`src/blc_pkg.sv`:
```
// Shared types and constants for the budgeted slot cache.
// Used by blc_ctrl, blc_dp and budgeted_lru_entry_cache; no dependencies.
`default_nettype none
package blc_pkg;

  // Budget after reset: 96 MiB
  localparam logic [31:0] BUDGET_RESET = 32'd100663296;
  // Four bytes per pixel, applied as a shift
  localparam int unsigned BPP_SHIFT = 2;

  typedef enum logic [2:0] {
    OC_EVICT   = 3'd0,
    OC_STORED  = 3'd1,
    OC_DISCARD = 3'd2,
    OC_HIT     = 3'd3,
    OC_MISS    = 3'd4
  } outcome_t;

  // One slot as held in the slot RAM
  typedef struct packed {
    logic [31:0] key;
    logic [31:0] handle;
    logic [6:0]  frames;
    logic [10:0] width;
    logic [10:0] height;
    logic [31:0] bytes;
    logic [31:0] stamp;
  } slot_t;

  typedef enum logic [3:0] {
    ST_IDLE,
    ST_MUL1,
    ST_MUL2,
    ST_CHECK,
    ST_SCAN_RD,
    ST_SCAN_CK,
    ST_EV_RD,
    ST_EV_EMIT,
    ST_PLACE,
    ST_DISCARD,
    ST_TK_RD,
    ST_TK_CK,
    ST_TK_HIT,
    ST_TK_MISS
  } ctl_state_t;

  // Commands from controller to datapath
  typedef struct packed {
    logic     load_req;
    logic     scan_clr;
    logic     scan_next;
    logic     scan_step;
    logic     rd_en;
    logic     rd_best;
    logic     place;
    logic     release_slot;
    logic     rel_best;
    logic     emit;
    outcome_t oc;
    logic     last;
  } cmd_t;

  // Status from datapath to controller
  typedef struct packed {
    logic is_take;
    logic key_zero;
    logic store_ok;
    logic need_evict;
    logic any_free;
    logic scan_last;
    logic best_found;
    logic match;
    logic out_free;
  } status_t;

endpackage
`default_nettype wire

```
`src/blc_ctrl.sv`:
```
// Sequencer for the budgeted slot cache: drives datapath commands.
// Depends on blc_pkg.
`default_nettype none
module blc_ctrl (
  input  wire logic             clk,
  input  wire logic             rst_n,
  input  wire logic             in_fire,
  input  wire blc_pkg::status_t st,
  output blc_pkg::cmd_t         cmd,
  output logic                  idle
);
  import blc_pkg::*;

  ctl_state_t state_r, state_nxt;

  // Hold state
  always_ff @(posedge clk) begin
    if (!rst_n) begin
      state_r <= ST_IDLE;
    end else begin
      state_r <= state_nxt;
    end
  end

  // Next state and commands
  always_comb begin
    state_nxt = state_r;
    cmd       = '0;
    cmd.oc    = OC_MISS;
    idle      = 1'b0;
    case (state_r)
      ST_IDLE: begin
        idle = 1'b1;
        if (in_fire) begin
          cmd.load_req = 1'b1;
          state_nxt    = ST_MUL1;
        end
      end
      ST_MUL1: begin
        if (st.is_take) begin
          if (st.key_zero) begin
            state_nxt = ST_TK_MISS;
          end else begin
            cmd.scan_clr = 1'b1;
            state_nxt    = ST_TK_RD;
          end
        end else begin
          state_nxt = ST_MUL2;
        end
      end
      ST_MUL2: state_nxt = ST_CHECK;
      ST_CHECK: begin
        if (!st.store_ok) begin
          state_nxt = ST_DISCARD;
        end else if (st.need_evict) begin
          cmd.scan_clr = 1'b1;
          state_nxt    = ST_SCAN_RD;
        end else begin
          state_nxt = ST_PLACE;
        end
      end
      // Find the oldest valid slot, one slot per read/compare pair
      ST_SCAN_RD: begin
        cmd.rd_en = 1'b1;
        state_nxt = ST_SCAN_CK;
      end
      ST_SCAN_CK: begin
        cmd.scan_step = 1'b1;
        if (st.scan_last) begin
          state_nxt = ST_EV_RD;
        end else begin
          cmd.scan_next = 1'b1;
          state_nxt     = ST_SCAN_RD;
        end
      end
      ST_EV_RD: begin
        if (st.best_found) begin
          cmd.rd_en   = 1'b1;
          cmd.rd_best = 1'b1;
          state_nxt   = ST_EV_EMIT;
        end else begin
          state_nxt = ST_PLACE;
        end
      end
      ST_EV_EMIT: begin
        if (st.out_free) begin
          cmd.emit         = 1'b1;
          cmd.oc           = OC_EVICT;
          cmd.release_slot = 1'b1;
          cmd.rel_best     = 1'b1;
          state_nxt        = ST_CHECK;
        end
      end
      ST_PLACE: begin
        if (!st.any_free) begin
          state_nxt = ST_DISCARD;
        end else if (st.out_free) begin
          cmd.place = 1'b1;
          cmd.emit  = 1'b1;
          cmd.oc    = OC_STORED;
          cmd.last  = 1'b1;
          state_nxt = ST_IDLE;
        end
      end
      ST_DISCARD: begin
        if (st.out_free) begin
          cmd.emit  = 1'b1;
          cmd.oc    = OC_DISCARD;
          cmd.last  = 1'b1;
          state_nxt = ST_IDLE;
        end
      end
      // Take: walk slots in index order, stop at first match
      ST_TK_RD: begin
        cmd.rd_en = 1'b1;
        state_nxt = ST_TK_CK;
      end
      ST_TK_CK: begin
        if (st.match) begin
          state_nxt = ST_TK_HIT;
        end else if (st.scan_last) begin
          state_nxt = ST_TK_MISS;
        end else begin
          cmd.scan_next = 1'b1;
          state_nxt     = ST_TK_RD;
        end
      end
      ST_TK_HIT: begin
        if (st.out_free) begin
          cmd.emit         = 1'b1;
          cmd.oc           = OC_HIT;
          cmd.last         = 1'b1;
          cmd.release_slot = 1'b1;
          state_nxt        = ST_IDLE;
        end
      end
      ST_TK_MISS: begin
        if (st.out_free) begin
          cmd.emit  = 1'b1;
          cmd.oc    = OC_MISS;
          cmd.last  = 1'b1;
          state_nxt = ST_IDLE;
        end
      end
      default: state_nxt = ST_IDLE;
    endcase
  end
endmodule
`default_nettype wire

```
`config.mk`:
```
export PLATFORM = sky130hd
export DESIGN_NAME = blc_ctrl
export DESIGN_NICKNAME = d
export VERILOG_FILES = /design/src/blc_pkg.sv /design/src/blc_ctrl.sv
export SDC_FILE = /design/constraint.sdc
export NUM_CORES = 1
export LEC_CHECK = 0
export BUFFER_PORTS_ARGS = -buffer_cell sky130_fd_sc_hd__buf_2
export CORE_UTILIZATION = 45
export CTS_BUF_LIST = sky130_fd_sc_hd__clkbuf_4 sky130_fd_sc_hd__clkbuf_8
export CTS_CLUSTER_DIAMETER = 150
export DETAILED_ROUTE_END_ITERATION = 8
export MAX_ROUTING_LAYER = met4
export PLACE_DENSITY = 0.85
export SYNTH_ARGS = -nofsm -noshare
export SYNTH_HDL_FRONTEND = slang
export SYNTH_SLANG_ARGS = --single-unit
```
`constraint.sdc`:
```
create_clock -name clk -period 2.8 [get_ports clk]
set_input_delay 0.14 -clock clk [delete_from_list [all_inputs] [get_ports clk]]
set_output_delay 0.14 -clock clk [all_outputs]
set_load 0.01 [all_outputs]
```
After elaboration in Yosys (flattened, before gate mapping)
Cells that the tools add are included.
- register bits: 4
- input port bits: 12
- output and inout port bits: 15
- logic and storage cells: 61
- eq/ne operators: 15
- mux-type cells: 41
- reduce and logical (&&, ||, !) cells: 4
- operators by type and width (cell ; count):
    case mux 4 bit (12 select lines) ; 1
    2-to-1 mux 4 bit ; 9
    2-to-1 mux 5 bit ; 5
    equality test 4 bit (second input constant) ; 6
    case mux 4 bit (5 select lines) ; 1
    equality test 4 x 3 -> 1 bit (second input constant) ; 4
    2-to-1 mux 1 bit ; 15
    equality test 4 x 2 -> 1 bit (second input constant) ; 2
    case mux 1 bit (2 select lines) ; 4
    2-to-1 mux 3 bit ; 2
    2-to-1 mux 6 bit ; 1
    equality test 4 x 1 -> 1 bit (second input constant) ; 1
    zero test 4 bit ; 1
    2-to-1 mux 2 bit ; 2
    != test 2 bit (second input constant) ; 2
    case mux 1 bit (4 select lines) ; 1
    OR reduction 3 bit ; 1
    AND reduction 2 bit ; 1
    OR reduction 2 bit ; 1

Depth between registers and ports, before layout
- word-level depth: 3
- gate-level depth with buffers: 6
- depth with buffers taken out: 4

Worst setup path after synthesis
No wires, ideal clock.
- path type: register -> output
- start: register state_r[3]
- end: output port cmd[4] (netlist name)
- data arrival time: 1.147 ns
- required time: 2.660 ns
- setup slack: 1.513 ns
- cell stages (with the launch flop): 5
- buffers on the path: 1
- cells stage by stage: dfxtp_1 > buf_2 > nand2_1 > nor3_1 > or2_1
- RTL lines (item ; line ; RTL):
    from (decl) ; blc_ctrl.sv:14 ; ctl_state_t state_r, state_nxt;
    from (signal assigned) ; blc_ctrl.sv:21 ; state_r <= state_nxt;
    to (decl) ; blc_ctrl.sv:9 ; output blc_pkg::cmd_t cmd,

==> flow_summary.toml <==
[outcome]
status = "completed"

[timing]
hold_violations = 0
final.min_clock_period_ns = 1.91
setup_repair_after_global_routing_missed_its_margin = "false"
layout_worst_path_cycle_share_pct = 68.1
max_freq_ghz = 0.524
maxSlewViolCount = 0
tns_ns = 0
clock-skew-final_ns = 0.00220
timing.final.setup_violations = 0
slew-limit-headroom_pct = 53.1
max_slew.worst_pin.slew_ns = 0.703
hold-worst-slack_ns = 0.177

[pwr]
worst_ir_drop_vdd_v = 0.000550
power_density_nw_per_um2 = 815
power.static_leakage_nw = 0.349

[grt]
grt_antenna_before_repair = 0
grt_pass1_vias = 598
groute.usage.overall_pct = 23.0
globalRouteOverflowTotal = 0
grt_first_pass_wirelength_um = 2360
grt_max_degree = 22

[clocking]
numCtsBuffers = 3
holdBufCountCts = 0
cts.repair_timing.setup_buffer_count = 0
sinks_on_clock_net = 4
postCtsResizedCells = 0
root_buffer = "sky130_fd_sc_hd__clkbuf_4"
clk_pin_slew_ns = 0.03
clk_latency_ns = 0.23
htreeDepth = 1
ctsLongestPathBuffers = 2
cts_tree = "done"

[place]
gp_routability_congestion = 0.926
count_of_buffers_from_port_buffering = 26
dp_hpwl_um = 1140
detailed_place.area_um2 = 697

[synth]
seq_area_frac_synth_pct = 13.4
post_synth_instance_area_um2 = 599
ys_warn_count = 0
avg_synthesized_cell_area_um2 = 6.66
synthCells = 90
yosysUniqueCellTypes = 38
number_of_flops_mapped_to_enable_cells_by_yosys = 0
synth-async-reset-ratio_pct = 0
ys_seq_elements = 4
synth-main-ff-cell = "sky130_fd_sc_hd__dfxtp_1"
syn-num-nets = 102

[setup_path]
startpoint_kind_of_the_worst_setup_timing_path = "register"
criticalPathCategory = "reg -> out"
critPathCaptureType = "output port"
worst_ep_arrival_time_ns = 1.77
worst_path_largest_cell_delay_ns = 0.68
critical_path_peak_fanout = 17
crit_path_max_delay_cell_type = "sky130_fd_sc_hd__dfxtp_1"
critPathRequiredTime_ns = 2.66
critical_path.cell_chain = "inv_2, or3_1, a21oi_1, buf_2"

[route]
post_drt_via_cell_ratio = 5.94
vias_after_detailed_routing = 749
wl_per_cell_um = 12.0
drt_pass1_iterations = 4
post-route-drc-count = 0
final_ant_viol_nets = 0
count_of_routing_violations_after_the_opening_detailed_route_iteration = 26
finalWirelength_um = 1510

[cells_and_area]
finalNetCount = 126
syn_to_final_growth_pct = 20.0
finalCoreUtilization_pct = 61.4
layout_common_cells = "sky130_fd_sc_hd__buf_2 (26), sky130_fd_sc_hd__nor2_1 (8), sky130_fd_sc_hd__nand2_1 (7), sky130_fd_sc_hd__o21ai_0 (7)"
drive_above_1_share_pct = 29.5
largest_register_ff_count = 4
biggestRegsByFlops = "state_r (4)"
final_area_um2 = 719
max_flop_register = "state_r"
layout.cells.most_common = "sky130_fd_sc_hd__buf_2"
antenna_cells_inserted = 0

[die]
num_io_pins = 27
floorplan.initialDensity_pct = 51.2
fp.dieH_um = 38.5
number_of_rows_in_the_core_area = 12
design.die.area_um2 = 1480
die_w_um = 38.5
area_of_the_core_region_um2 = 1170

[hold_path]
holdCritPathClass = "in -> reg"

[job]
cap_violations = 0
==> power breakdown <==
| group | total, mW | internal (mW) | switching (mW) |
|---|---|---|---|
| registers | 0.187 | 0.0802 | 0.106 |
| logic | 0.331 | 0.157 | 0.173 |
| clock network | 0.0687 | 0.0477 | 0.0209 |
==> critical path, delay by kind of cell, from the launching register on <==
kind / cells / cell delay (ns)
flip-flops: 1 / 0.68
AND/OR/NAND/NOR: 1 / 0.40
AO/OA/AOI/OAI: 1 / 0.14
buffers and inverters: 2 / 0.32
==> synth_stat cells, types with 2 or more instances <==
cell | n | area, um^2
sky130_fd_sc_hd__nor2_1 | 8 | 30.0
sky130_fd_sc_hd__nand3_1 | 2 | 10.0
sky130_fd_sc_hd__a211oi_1 | 2 | 15.0
sky130_fd_sc_hd__o21ai_0 | 7 | 35.0
sky130_fd_sc_hd__inv_1 | 6 | 22.5
sky130_fd_sc_hd__buf_2 | 4 | 20.0
sky130_fd_sc_hd__nor2b_1 | 4 | 25.0
sky130_fd_sc_hd__and2_1 | 3 | 18.8
sky130_fd_sc_hd__nor4_1 | 3 | 18.8
sky130_fd_sc_hd__dfxtp_1 | 4 | 80.1
sky130_fd_sc_hd__a21oi_1 | 4 | 20.0
sky130_fd_sc_hd__buf_6 | 2 | 22.5
sky130_fd_sc_hd__or2_1 | 2 | 12.5
sky130_fd_sc_hd__nand2_1 | 7 | 26.3
sky130_fd_sc_hd__nor3_1 | 6 | 30.0
sky130_fd_sc_hd__and3_1 | 2 | 12.5
sky130_fd_sc_hd__o211ai_1 | 3 | 22.5
==> metal layers <==
metal | part of all wire (%) | up-vias | track usage (%)
li1 | - | 373 | -
met1 | 45 | 338 | 28.2
met2 | 48 | 38 | 39.6
met3 | 7.8 | 0 | 6.98
met4 | 0 | 0 | 0
met5 | 0 | - | -
==> logic make-up after synthesis <==
kind of cell	synth area share, %
AND/OR/NAND/NOR	40.3
AO/OA/AOI/OAI	32.2
buffers and inverters	12.7
flip-flops	13.4
XOR/XNOR	1.46
==> layout make-up <==
class / instances / area (um^2)
fill: 111 / 452
inverter: 7 / 26.3
sequential: 4 / 80.1
multi-input combinational: 72 / 443
clock buffer: 3 / 22.5
tap: 14 / 17.5
timing repair buffer: 26 / 130
==> path summary, 6_finish.rpt <==
path                                  from          to  slack [ns]  cells past startpoint
worst max-delay path            state_r[1]      cmd[9]        0.89                      4
worst max register to register  state_r[2]  state_r[0]        1.18                      4
worst min-delay path                 rst_n  state_r[3]        0.18                      2
worst min register to register  state_r[3]  state_r[0]        0.82                      3
==> through the flow <==
step                      worst slack (ns)  total power [mW]  std cells
after global routing                 0.758             0.643        126
after detailed placement              1.16             0.513        123
after floorplan                       1.51             0.454         90
final                                0.892             0.586        126
after CTS                            0.915             0.584        126
after global placement                1.17             0.505        123
No activity file was read; power rests on OpenSTA's default activity.
